## config.mk

```make
export PLATFORM = sky130hd
export DESIGN_NAME = char_lcd_4bit_writer
export DESIGN_NICKNAME = d
export VERILOG_FILES = /design/src/rtl/clw_pkg.sv /design/src/rtl/char_lcd_4bit_writer.sv /design/src/rtl/clw_front.sv /design/src/rtl/clw_queue.sv /design/src/rtl/clw_back.sv
export SDC_FILE = /design/constraint.sdc
export NUM_CORES = 1
export LEC_CHECK = 0
export BUFFER_PORTS_ARGS = -buffer_cell sky130_fd_sc_hd__buf_2
export CELL_PAD_IN_SITES_DETAIL_PLACEMENT = 0
export CELL_PAD_IN_SITES_GLOBAL_PLACEMENT = 1
export CORE_MARGIN = 2
export CORE_UTILIZATION = 52
export DETAILED_ROUTE_END_ITERATION = 10
export HOLD_SLACK_MARGIN = 0.12
export PLACE_DENSITY = 0.9
export SLEW_MARGIN = 5
export SYNTH_ARGS = -nofsm -noshare
export SYNTH_HDL_FRONTEND = slang
export SYNTH_HIERARCHICAL = 1
export SYNTH_SLANG_ARGS = --single-unit
```

## constraint.sdc

```tcl
create_clock -name clock -period 5.6 [get_ports clock]
set_clock_uncertainty 0.05 [all_clocks]
set_input_delay 0.28 -clock clock [delete_from_list [all_inputs] [get_ports clock]]
set_output_delay 0.28 -clock clock [all_outputs]
set_load 0.05 [all_outputs]
```

## src/rtl/clw_pkg.sv

```systemverilog
package clw_pkg;

   // Field widths
   localparam int unsigned TYPE_W   = 2;
   localparam int unsigned VALUE_W  = 8;
   localparam int unsigned COL_W    = 6;
   localparam int unsigned ROW_W    = 2;
   localparam int unsigned ROWCNT_W = 3;
   localparam int unsigned NIBBLE_W = 4;
   localparam int unsigned CSR_IDX_W  = 1;
   localparam int unsigned CSR_DATA_W = 6;

   // Display geometry
   localparam int unsigned MAX_ROWS = 4;
   localparam logic [ROWCNT_W-1:0] ROW_COUNT_RESET    = 3'd2;
   localparam logic [COL_W-1:0]    COLUMN_COUNT_RESET = 6'd16;

   // Queue between the front and back parts
   localparam int unsigned QUEUE_DEPTH_DEFAULT = 2;

   // Register indexes
   localparam logic [CSR_IDX_W-1:0] CSR_ROW_COUNT    = 1'd0;
   localparam logic [CSR_IDX_W-1:0] CSR_COLUMN_COUNT = 1'd1;

   // Set-DDRAM-address command bit
   localparam logic ADDR_CMD_BIT = 1'b1;

   typedef enum logic [TYPE_W-1:0] {
      REQ_COMMAND = 2'd0,
      REQ_CHAR    = 2'd1,
      REQ_CURSOR  = 2'd2
   } req_code_type;

   typedef enum logic [1:0] {
      PH_ADDR_HI = 2'd0,
      PH_ADDR_LO = 2'd1,
      PH_DATA_HI = 2'd2,
      PH_DATA_LO = 2'd3
   } phase_type;

   // One queued item: optional address byte, then the main byte
   typedef struct packed {
      logic               has_addr;
      logic [VALUE_W-1:0] addr_byte;
      logic               main_rs;
      logic [VALUE_W-1:0] main_byte;
   } entry_type;

   // DDRAM start address of each row
   function automatic logic [6:0] row_base(input logic [ROW_W-1:0] r);
      logic [6:0] b;
      unique case (r)
         2'd0: b = 7'h00;
         2'd1: b = 7'h40;
         2'd2: b = 7'h14;
         2'd3: b = 7'h54;
         default: b = 7'h00;
      endcase
      return b;
   endfunction

endpackage

```

## src/rtl/char_lcd_4bit_writer.sv

```systemverilog
// Character LCD writer for a 4-bit HD44780-style bus. Each request becomes
// two or four nibble transfers on the rsp_ channel (high nibble first, with
// rsp_last on the final nibble; rsp_reg_select is high only for character
// data): a command gives its byte, a set cursor gives the address command, a
// character gives its byte, preceded by the next row's address when the
// column has reached column_count. Request code 3 is taken and produces
// nothing. The block sends one nibble per clock when rsp_stall stays low;
// requests are classified and the cursor updated in the cycle they are
// taken, and a QUEUE_DEPTH-entry queue lets new requests in while earlier
// ones are still being sent. Write row_count and column_count only while no
// transfer is pending.
module char_lcd_4bit_writer #(
   parameter int unsigned QUEUE_DEPTH = clw_pkg::QUEUE_DEPTH_DEFAULT
) (
   input  logic                            clock,
   input  logic                            reset,
   input  logic                            csr_write_enable,
   input  logic [clw_pkg::CSR_IDX_W-1:0]   csr_index,
   input  logic [clw_pkg::CSR_DATA_W-1:0]  csr_write_data,
   input  logic                            req_valid,
   output logic                            req_stall,
   input  logic [clw_pkg::TYPE_W-1:0]      req_type,
   input  logic [clw_pkg::VALUE_W-1:0]     req_value,
   input  logic [clw_pkg::COL_W-1:0]       req_column,
   input  logic [clw_pkg::ROW_W-1:0]       req_row,
   output logic                            rsp_valid,
   input  logic                            rsp_stall,
   output logic                            rsp_reg_select,
   output logic [clw_pkg::NIBBLE_W-1:0]    rsp_nibble,
   output logic                            rsp_last
);
   import clw_pkg::*;

   logic      queue_full;
   logic      queue_empty;
   logic      queue_push;
   logic      queue_pop;
   entry_type push_entry;
   entry_type pop_entry;

   clw_front u_front (
      .clock            (clock),
      .reset            (reset),
      .csr_write_enable (csr_write_enable),
      .csr_index        (csr_index),
      .csr_write_data   (csr_write_data),
      .req_valid        (req_valid),
      .req_stall        (req_stall),
      .req_type         (req_type),
      .req_value        (req_value),
      .req_column       (req_column),
      .req_row          (req_row),
      .queue_full       (queue_full),
      .queue_push       (queue_push),
      .queue_entry      (push_entry)
   );

   clw_queue #(
      .DEPTH (QUEUE_DEPTH)
   ) u_queue (
      .clock      (clock),
      .reset      (reset),
      .push       (queue_push),
      .push_entry (push_entry),
      .full       (queue_full),
      .pop        (queue_pop),
      .pop_entry  (pop_entry),
      .empty      (queue_empty)
   );

   clw_back u_back (
      .clock          (clock),
      .reset          (reset),
      .queue_empty    (queue_empty),
      .queue_entry    (pop_entry),
      .queue_pop      (queue_pop),
      .rsp_valid      (rsp_valid),
      .rsp_stall      (rsp_stall),
      .rsp_reg_select (rsp_reg_select),
      .rsp_nibble     (rsp_nibble),
      .rsp_last       (rsp_last)
   );

endmodule

```

## src/rtl/clw_front.sv

```systemverilog
module clw_front (
   input  logic                            clock,
   input  logic                            reset,
   input  logic                            csr_write_enable,
   input  logic [clw_pkg::CSR_IDX_W-1:0]   csr_index,
   input  logic [clw_pkg::CSR_DATA_W-1:0]  csr_write_data,
   input  logic                            req_valid,
   output logic                            req_stall,
   input  logic [clw_pkg::TYPE_W-1:0]      req_type,
   input  logic [clw_pkg::VALUE_W-1:0]     req_value,
   input  logic [clw_pkg::COL_W-1:0]       req_column,
   input  logic [clw_pkg::ROW_W-1:0]       req_row,
   input  logic                            queue_full,
   output logic                            queue_push,
   output clw_pkg::entry_type              queue_entry
);
   import clw_pkg::*;

   logic [ROWCNT_W-1:0] row_count_ff;
   logic [COL_W-1:0]    column_count_ff;
   logic [COL_W-1:0]    cursor_col_ff, cursor_col_in;
   logic [ROW_W-1:0]    cursor_row_ff, cursor_row_in;

   logic                accept;
   logic [ROWCNT_W-1:0] eff_rows;
   logic [ROWCNT_W-1:0] raw_row;
   logic [ROW_W-1:0]    place_row;
   logic [COL_W-1:0]    place_col;
   logic [6:0]          addr_sum;
   logic [VALUE_W-1:0]  addr_byte;
   logic                wrap;

   // Configuration registers
   always_ff @(posedge clock) begin
      if (reset) begin
         row_count_ff    <= ROW_COUNT_RESET;
         column_count_ff <= COLUMN_COUNT_RESET;
      end else if (csr_write_enable) begin
         if (csr_index == CSR_ROW_COUNT) begin
            row_count_ff <= csr_write_data[ROWCNT_W-1:0];
         end
         if (csr_index == CSR_COLUMN_COUNT) begin
            column_count_ff <= csr_write_data[COL_W-1:0];
         end
      end
   end

   assign req_stall = queue_full;
   assign accept    = req_valid && !req_stall;

   // Cursor placement: clamp rows, form the address command
   always_comb begin
      eff_rows = (row_count_ff > ROWCNT_W'(MAX_ROWS)) ? ROWCNT_W'(MAX_ROWS) : row_count_ff;
      wrap     = (cursor_col_ff >= column_count_ff);
      if (req_type == REQ_CURSOR) begin
         raw_row   = {1'b0, req_row};
         place_col = req_column;
      end else begin
         raw_row   = {1'b0, cursor_row_ff} + ROWCNT_W'(1);
         place_col = '0;
      end
      place_row = (raw_row >= eff_rows) ? '0 : raw_row[ROW_W-1:0];
      addr_sum  = {1'b0, place_col} + row_base(place_row);
      addr_byte = {ADDR_CMD_BIT, addr_sum};
   end

   // Classify the request and build the queue entry
   always_comb begin
      queue_push    = 1'b0;
      queue_entry   = '0;
      cursor_col_in = cursor_col_ff;
      cursor_row_in = cursor_row_ff;
      unique case (req_type)
         REQ_COMMAND: begin
            queue_push            = accept;
            queue_entry.main_rs   = 1'b0;
            queue_entry.main_byte = req_value;
         end
         REQ_CHAR: begin
            queue_push            = accept;
            queue_entry.has_addr  = wrap;
            queue_entry.addr_byte = addr_byte;
            queue_entry.main_rs   = 1'b1;
            queue_entry.main_byte = req_value;
            if (wrap) begin
               cursor_col_in = COL_W'(1);
               cursor_row_in = place_row;
            end else begin
               cursor_col_in = cursor_col_ff + COL_W'(1);
            end
         end
         REQ_CURSOR: begin
            queue_push            = accept;
            queue_entry.main_rs   = 1'b0;
            queue_entry.main_byte = addr_byte;
            cursor_col_in         = place_col;
            cursor_row_in         = place_row;
         end
         default: begin
            // drop unused request codes
            queue_push = 1'b0;
         end
      endcase
   end

   // Advance the cursor on each accepted transfer
   always_ff @(posedge clock) begin
      if (reset) begin
         cursor_col_ff <= '0;
         cursor_row_ff <= '0;
      end else if (accept) begin
         cursor_col_ff <= cursor_col_in;
         cursor_row_ff <= cursor_row_in;
      end
   end

   a_push_only_on_accept: assert property (@(posedge clock) disable iff (reset)
      queue_push |-> accept && !queue_full)
      else $error("queue push without an accepted request");

   a_cursor_row_in_range: assert property (@(posedge clock) disable iff (reset)
      accept && req_type == REQ_CURSOR && eff_rows != '0
      |=> ROWCNT_W'(cursor_row_ff) < $past(eff_rows))
      else $error("cursor row past row count after set cursor");

endmodule

```

## src/rtl/clw_queue.sv

```systemverilog
module clw_queue #(
   parameter int unsigned DEPTH = clw_pkg::QUEUE_DEPTH_DEFAULT
) (
   input  logic               clock,
   input  logic               reset,
   input  logic               push,
   input  clw_pkg::entry_type push_entry,
   output logic               full,
   input  logic               pop,
   output clw_pkg::entry_type pop_entry,
   output logic               empty
);
   import clw_pkg::*;

   localparam int unsigned PTR_W = (DEPTH > 1) ? $clog2(DEPTH) : 1;
   localparam int unsigned CNT_W = $clog2(DEPTH + 1);

   entry_type        store_ff [DEPTH];
   logic [PTR_W-1:0] wr_ptr_ff, wr_ptr_in;
   logic [PTR_W-1:0] rd_ptr_ff, rd_ptr_in;
   logic [CNT_W-1:0] count_ff, count_in;

   assign full      = (count_ff == CNT_W'(DEPTH));
   assign empty     = (count_ff == '0);
   assign pop_entry = store_ff[rd_ptr_ff];

   // Step pointers and occupancy
   always_comb begin
      wr_ptr_in = wr_ptr_ff;
      rd_ptr_in = rd_ptr_ff;
      count_in  = count_ff;
      if (push) begin
         wr_ptr_in = (wr_ptr_ff == PTR_W'(DEPTH - 1)) ? '0 : wr_ptr_ff + PTR_W'(1);
      end
      if (pop) begin
         rd_ptr_in = (rd_ptr_ff == PTR_W'(DEPTH - 1)) ? '0 : rd_ptr_ff + PTR_W'(1);
      end
      if (push && !pop) begin
         count_in = count_ff + CNT_W'(1);
      end else if (pop && !push) begin
         count_in = count_ff - CNT_W'(1);
      end
   end

   always_ff @(posedge clock) begin
      if (reset) begin
         wr_ptr_ff <= '0;
         rd_ptr_ff <= '0;
         count_ff  <= '0;
      end else begin
         wr_ptr_ff <= wr_ptr_in;
         rd_ptr_ff <= rd_ptr_in;
         count_ff  <= count_in;
      end
   end

   // Entry storage
   always_ff @(posedge clock) begin
      if (push) begin
         store_ff[wr_ptr_ff] <= push_entry;
      end
   end

   a_no_overflow: assert property (@(posedge clock) disable iff (reset)
      count_ff <= CNT_W'(DEPTH))
      else $error("queue occupancy past depth");

   a_no_underflow: assert property (@(posedge clock) disable iff (reset)
      pop |-> !empty)
      else $error("queue pop while empty");

endmodule

```

## src/rtl/clw_back.sv

```systemverilog
module clw_back (
   input  logic                             clock,
   input  logic                             reset,
   input  logic                             queue_empty,
   input  clw_pkg::entry_type               queue_entry,
   output logic                             queue_pop,
   output logic                             rsp_valid,
   input  logic                             rsp_stall,
   output logic                             rsp_reg_select,
   output logic [clw_pkg::NIBBLE_W-1:0]     rsp_nibble,
   output logic                             rsp_last
);
   import clw_pkg::*;

   entry_type cur_ff, cur_in;
   logic      cur_valid_ff, cur_valid_in;
   phase_type phase_ff, phase_in;

   logic                rsp_valid_ff, rsp_valid_in;
   logic                rsp_rs_ff, rsp_rs_in;
   logic [NIBBLE_W-1:0] rsp_nibble_ff, rsp_nibble_in;
   logic                rsp_last_ff, rsp_last_in;

   logic out_load;
   logic emit;
   logic done;

   assign out_load  = !rsp_valid_ff || !rsp_stall;
   assign emit      = cur_valid_ff && out_load;
   assign done      = emit && (phase_ff == PH_DATA_LO);
   assign queue_pop = !queue_empty && (!cur_valid_ff || done);

   // Next phase: start a new entry, step through nibbles, or hold
   always_comb begin
      cur_in       = cur_ff;
      cur_valid_in = cur_valid_ff;
      phase_in     = phase_ff;
      if (queue_pop) begin
         cur_in       = queue_entry;
         cur_valid_in = 1'b1;
         phase_in     = queue_entry.has_addr ? PH_ADDR_HI : PH_DATA_HI;
      end else if (done) begin
         cur_valid_in = 1'b0;
      end else if (emit) begin
         unique case (phase_ff)
            PH_ADDR_HI: phase_in = PH_ADDR_LO;
            PH_ADDR_LO: phase_in = PH_DATA_HI;
            PH_DATA_HI: phase_in = PH_DATA_LO;
            PH_DATA_LO: phase_in = PH_DATA_LO;
            default:    phase_in = PH_DATA_LO;
         endcase
      end
   end

   // Output: pick the nibble for this phase into the result register
   always_comb begin
      rsp_valid_in  = rsp_valid_ff;
      rsp_rs_in     = rsp_rs_ff;
      rsp_nibble_in = rsp_nibble_ff;
      rsp_last_in   = rsp_last_ff;
      if (out_load) begin
         rsp_valid_in = emit;
      end
      if (emit) begin
         unique case (phase_ff)
            PH_ADDR_HI: begin
               rsp_rs_in     = 1'b0;
               rsp_nibble_in = cur_ff.addr_byte[7:4];
            end
            PH_ADDR_LO: begin
               rsp_rs_in     = 1'b0;
               rsp_nibble_in = cur_ff.addr_byte[3:0];
            end
            PH_DATA_HI: begin
               rsp_rs_in     = cur_ff.main_rs;
               rsp_nibble_in = cur_ff.main_byte[7:4];
            end
            PH_DATA_LO: begin
               rsp_rs_in     = cur_ff.main_rs;
               rsp_nibble_in = cur_ff.main_byte[3:0];
            end
            default: begin
               rsp_rs_in     = cur_ff.main_rs;
               rsp_nibble_in = cur_ff.main_byte[3:0];
            end
         endcase
         rsp_last_in = (phase_ff == PH_DATA_LO);
      end
   end

   always_ff @(posedge clock) begin
      if (reset) begin
         cur_valid_ff <= 1'b0;
         phase_ff     <= PH_DATA_HI;
         rsp_valid_ff <= 1'b0;
      end else begin
         cur_valid_ff <= cur_valid_in;
         phase_ff     <= phase_in;
         rsp_valid_ff <= rsp_valid_in;
      end
   end

   // Payload registers
   always_ff @(posedge clock) begin
      cur_ff        <= cur_in;
      rsp_rs_ff     <= rsp_rs_in;
      rsp_nibble_ff <= rsp_nibble_in;
      rsp_last_ff   <= rsp_last_in;
   end

   assign rsp_valid      = rsp_valid_ff;
   assign rsp_reg_select = rsp_rs_ff;
   assign rsp_nibble     = rsp_nibble_ff;
   assign rsp_last       = rsp_last_ff;

   a_phase_holds_on_stall: assert property (@(posedge clock) disable iff (reset)
      cur_valid_ff && !out_load |=> $stable(phase_ff) && cur_valid_ff)
      else $error("nibble phase moved while the output was stalled");

   a_pop_only_when_free: assert property (@(posedge clock) disable iff (reset)
      queue_pop |-> !cur_valid_ff || done)
      else $error("new entry loaded over one still in progress");

endmodule
```

======== After elaboration in Yosys (flattened, before gate mapping) ========
Memory sizes are Yosys's and may differ from the RTL's. A register that Yosys moved wholly into a read port is not among the register bits.
Index checks and enable logic that the tools add are counted.
word-level totals
  register bits after elaboration ......... 48
  RAM bits ................................ 36
  bits of input ports ..................... 30
  output and inout port bits .............. 8
  logic and storage cells ................. 99
  memories kept ........................... 1
operators by class
  $add $sub $neg .......................... 7
  order comparisons ....................... 3
  equality and inequality tests ........... 11
  muxes and demuxes ....................... 29
  bitwise gates (word level) .............. 1
  reductions and logical operators ........ 31
memory list
  name              words  bits a word  read ports  clocked after Yosys merged registers in  write ports  line             source
  u_queue.store_ff  2      18           1           1                                        1            clw_queue.sv:18  entry_type store_ff [DEPTH];
operators with widths
  kind                   number
  $pmux W7 S4            1
  $pmux W9 S3            1
  $mux W2                8
  $pmux W4 S4            1
  $eq A2 B2 Y1 const B   6
  $mux W6                2
  $pmux W6 S2            1
  $mux W1                9
  $mux W9                1
  $logic_not A2 Y1       4
  $reduce_and A2 Y1      4
  $reduce_bool A2 Y1     4
  $add A6 B7 Y7          1
  $logic_not A1 Y1       7
  $add A6 B1 Y6 const B  1
  $eq A2 B1 Y1 const B   3
  $ge A6 B6 Y1           1
  $logic_and A1 B1 Y1    6
  $mux W3                2
  $pmux W2 S3            1
  $pmux W2 S2            1
  $reduce_or A2 Y1       2
  $add A2 B1 Y3 const B  1
  $ge A3 B3 Y1           1
  other kinds (11)       13

======== Longest topological paths before layout ========
  word-level depth ........................ 9
  mapped depth ............................ 15
  mapped depth without buffers ............ 14

======== Modules after synthesis ========
Netlist, hierarchy kept.
by module, submodules not included
  module     times used  cells each  area each (um2)  sequential area each (um2)
  clw_queue  1           78          1503.9           1181.1
  clw_front  1           192         1476.4           340.3
  clw_back   1           53          1024.7           770.7

======== Least setup slack after synthesis ========
OpenSTA, ideal clock, no wires.
  path type ............................... input -> register
  start ................................... input req_type[0] (netlist bit)
  end ..................................... memory u_queue/store_ff[0][6] (netlist bit), data pin
  setup time .............................. 271 ps
  data arrival time ....................... 2585 ps
  required time ........................... 5279 ps
  path slack .............................. 2694 ps
  cell stages on the path ................. 15
  path buffers ............................ 2
  path through ............................ inv_1 -> ha_1 -> buf_4 -> clkbuf_1 -> nor2b_1 -> ha_1 -> nand2_1 -> o21ai_1 -> and2b_1 -> ha_1 -> ha_1 -> a21oi_1 -> nor2_1 -> xnor2_1 -> o21ai_0
RTL lines
  item         line                        source
  from (decl)  char_lcd_4bit_writer.sv:22  input logic [clw_pkg::TYPE_W-1:0] req_type,
  to (decl)    clw_queue.sv:18

==> qor.txt <==
Die W = 91.8 µm
ANT nets after route = 0
Max-cap violations = 0
Max VDD drop = 0.000152 V
Clock Sinks = 85
DRT Pass-1 Iters = 4
gr usage total = 0.194
total CTS buffers = 9
CP max-delay cell = ha_1
Final Util = 0.589
WHS Path Cells = 3
DIE AREA = 0.00842 mm²
pwr/cell area = 411 mW/mm²
initial core utilization = 0.526
routed vias = 2569
Total Power = 0.00184 W
Remaining Overflow, GRT = 0
# IOs = 38
worst-path cell chain = buf_2, inv_1, ha_1, nor2_1, a21oi_2, ha_1, nor2b_1, o21ai_1, and2b_1, ha_1, ha_1, a21oi_1, nor2_1, xnor2_1, o21ai_0
nets@finish = 410
Clk pin slew, worst setup/hold paths = 0.09 ns
vias in the first global route = 2632
Detailed Place HPWL = 5210 µm
Main synth FF type = edfxtp_1
reg2reg path depth = 12
Buf/Inv on CP = 2
Worst EP arrival = 3.08 ns
endpoints failing setup = 0
worst skew pair latency = 0.35 ns
P&R area growth vs syn = 11.8%
post-CTS sizing = 0
Fin Setup TNS = 0 ns
Fmax = 328 MHz
Clock Path Buffers = 2
synthesized area = 0.00401 mm²
largest family of logic cells by synthesized area = simple AND/OR/NAND/NOR gates
count leader, synth = edfxtp_1
CP top delay family = adder cells
R2R Setup Slk = 2.60 ns
cells after synthesis = 323
#FFs+latches synth = 85
Post-Synth XOR/XNOR Area = 0.0153
Critical Path Fanout Max = 21
worst-margin pin slew = 0.832 ns
Core ar. = 0.00761 mm²
antenna cells = 0
Slew headroom = 0.446
leakage = 1.71 nW
mux contribution to synthesized area = 0.0837
drt drc = 0
Hold Path Origin = csr_write_data[0]
die height = 91.8 µm
worst r2r dst = u_queue/store_ff[0][6]$_DFFE_PP_
Simple-Gate Fraction of Synth Area = 0.130
top post-synthesis cells by count = edfxtp_1 (59), dfxtp_1 (26), nor2_1 (23)
gpl congestion = 0.803
unique cell type count in the Yosys netlist = 51
post-synthesis adder-cell area fraction = 0.0625
Syn Area/Cell = 12.4 µm²
Final Cycle Share = 0.545
largest cells by area after synthesis = edfxtp_1 (44%), dfxtp_1 (13%), ha_1 (6.2%)
CTS tree = yes
first-pass GRT wire length = 12400 µm
Yosys top cell area share = 0.442
routed len/inst = 15.9 µm
Vias/cell = 5.50
Slew Limit Fails = 0
Ys Warns = 6
Port Buf Inserts = 37
FFs w/ async S/R, synth = 0
Critical Path Source Type = primary input
Yosys top cell by area = edfxtp_1
unrepaired setup endpoints after global routing = no
outcome = completed
DRT Wirelength = 7400 µm
Mapped Nets = 373
Post-synth EDFFs = 59
largest net degree at the start of global routing = 29
DR iter-0 viols = 169
Worst setup EP type = register
CP most frequent cell = ha_1
Hold Path Sink = u_front/row_count_ff[0]$_SDFFE_PP0P_
CP Class = primary input to register
fraction of layout cells with a size suffix above 1 = 0.238
Final Hold Vio Count = 0
CTS root buffer = clkbuf_8
required time of the critical path = 5.63 ns
Reg-to-Reg Start = u_front/cursor_row_ff[0]$_SDFFE_PP0P_
row cnt = 32
complex-gate fraction of the synthesized area = 0.0984
HP Class = primary input to register
register area share after synthesis = 0.572
max incr delay on CP = 0.63 ns
initial antenna violation count = 0
H-tree depth = 3
Hold WS = 0.132 ns
post-layout min period = 3.05 ns
[metrics by stage]
step / std cells / area (µm²) / setup slack [ns]
floorplan: 323 / 4010 / 2.69
global placement: 448 / 4240 / 2.40
detailed placement: 448 / 4240 / 2.21
CTS: 467 / 4480 / 2.59
global route: 467 / 4480 / 2.27
finish: 467 / 4480 / 2.55
[report_power, final]
part	internal, W	switching (W)	leakage, nW
Clock	0.000250	0.000209	0.103
Sequential	0.000849	0.0000824	0.773
Combinational	0.000186	0.000262	0.838
[worst max path at each step]
stage | startpoint | endpoint | slack, ns | cells after the start
2_1_floorplan | req_type[0] | u_queue/store_ff[0][6]$_DFFE_PP_ | 2.69 | 15
3_3_place_gp | req_type[0] | u_queue/store_ff[0][6]$_DFFE_PP_ | 2.40 | 14
3_5_place_dp | req_type[0] | u_queue/store_ff[1][6]$_DFFE_PP_ | 2.21 | 15
4_1_cts | req_type[0] | u_queue/store_ff[0][6]$_DFFE_PP_ | 2.59 | 15
5_1_grt | req_type[0] | u_queue/store_ff[0][6]$_DFFE_PP_ | 2.27 | 15
6_report | req_type[0] | u_queue/store_ff[0][6]$_DFFE_PP_ | 2.55 | 15
[tightest hold or removal path: stages]
cell and delay, ns:
buf_2 0.09, mux2i_1 0.06, nor2_1 0.08
[area by class of cell]
cell class                 instances  area, µm²
inverter                          15       56.3
fill                             642       3130
multi-input combinational        207       1560
clock buffer                      11        131
timing repair buffer              42        230
tap                              102        128
clock inverter                     5       77.6
sequential                        85       2290
[sequential cells by signal, indices dropped and copies added, names as in the netlist, 2 cells and up, named ones only]
| name | count |
|---|---|
| u_front/row_count_ff | 3 |
| u_front/cursor_row_ff | 2 |
| u_back/cur_ff | 17 |
| u_back/rsp_nibble | 4 |
| u_back/phase_ff | 2 |
| u_queue/count_ff | 2 |
| u_front/column_count_ff | 6 |
| u_front/cursor_col_ff | 6 |
| u_queue/store_ff | 36 |
[per-layer routing]
layer / track usage / up-vias / part of all wire / routed length [µm]
met4: 0.0995 / 0 / 0.024 / 176
li1: - / 1259 / - / -
met5: 0 / - / 0 / 0
met2: 0.332 / 42 / 0.52 / 3860
met3: 0.0411 / 16 / 0.032 / 236
met1: 0.230 / 1252 / 0.42 / 3140
[what timing repair did]
item | 4_1_cts | 5_1_grt
buffers inserted | 0 | 0
hold buffers | 3 | 0
hold endpoints to repair | 3 | 0
[cells by family (layout without fill, tap and decap cells)]
kind of cell / Yosys count / count (layout)
AOI/OAI and AO/OA: 55 / 55
adders and majority gates: 20 / 20
buffers and inverters: 31 / 73
xor gates and xnor gates: 7 / 7
DFF: 85 / 85
and+or+nand+nor: 99 / 99
muxes: 26 / 26
[cells in the final DEF (no fill, tap or decap), types with 2 or more instances in the layout]
cell and count:
o21ai_1 2, or4b_1 2, and2_1 10, nor3_1 4, buf_2 37, xor2_1 3
a22oi_1 6, nand3_1 12, nand3b_1 3, a21oi_2 3, mux2i_1 2, nor2_1 23
mux2_2 19, a32oi_1 5, mux4_2 4, a311oi_1 2, clkbuf_1 2, dfxtp_1 26
nand4_1 3, clkinv_2 2, o21ai_0 9, inv_1 15, dlygate4sd3_1 3, xnor2_1 4
and3_1 2, buf_4 2, ha_1 20, bufinv_16 2, a21oi_1 18, nor2b_1 12
edfxtp_1 59, nand2_1 18, clkbuf_8 9
No activity file was read; power rests on OpenSTA's default activity.
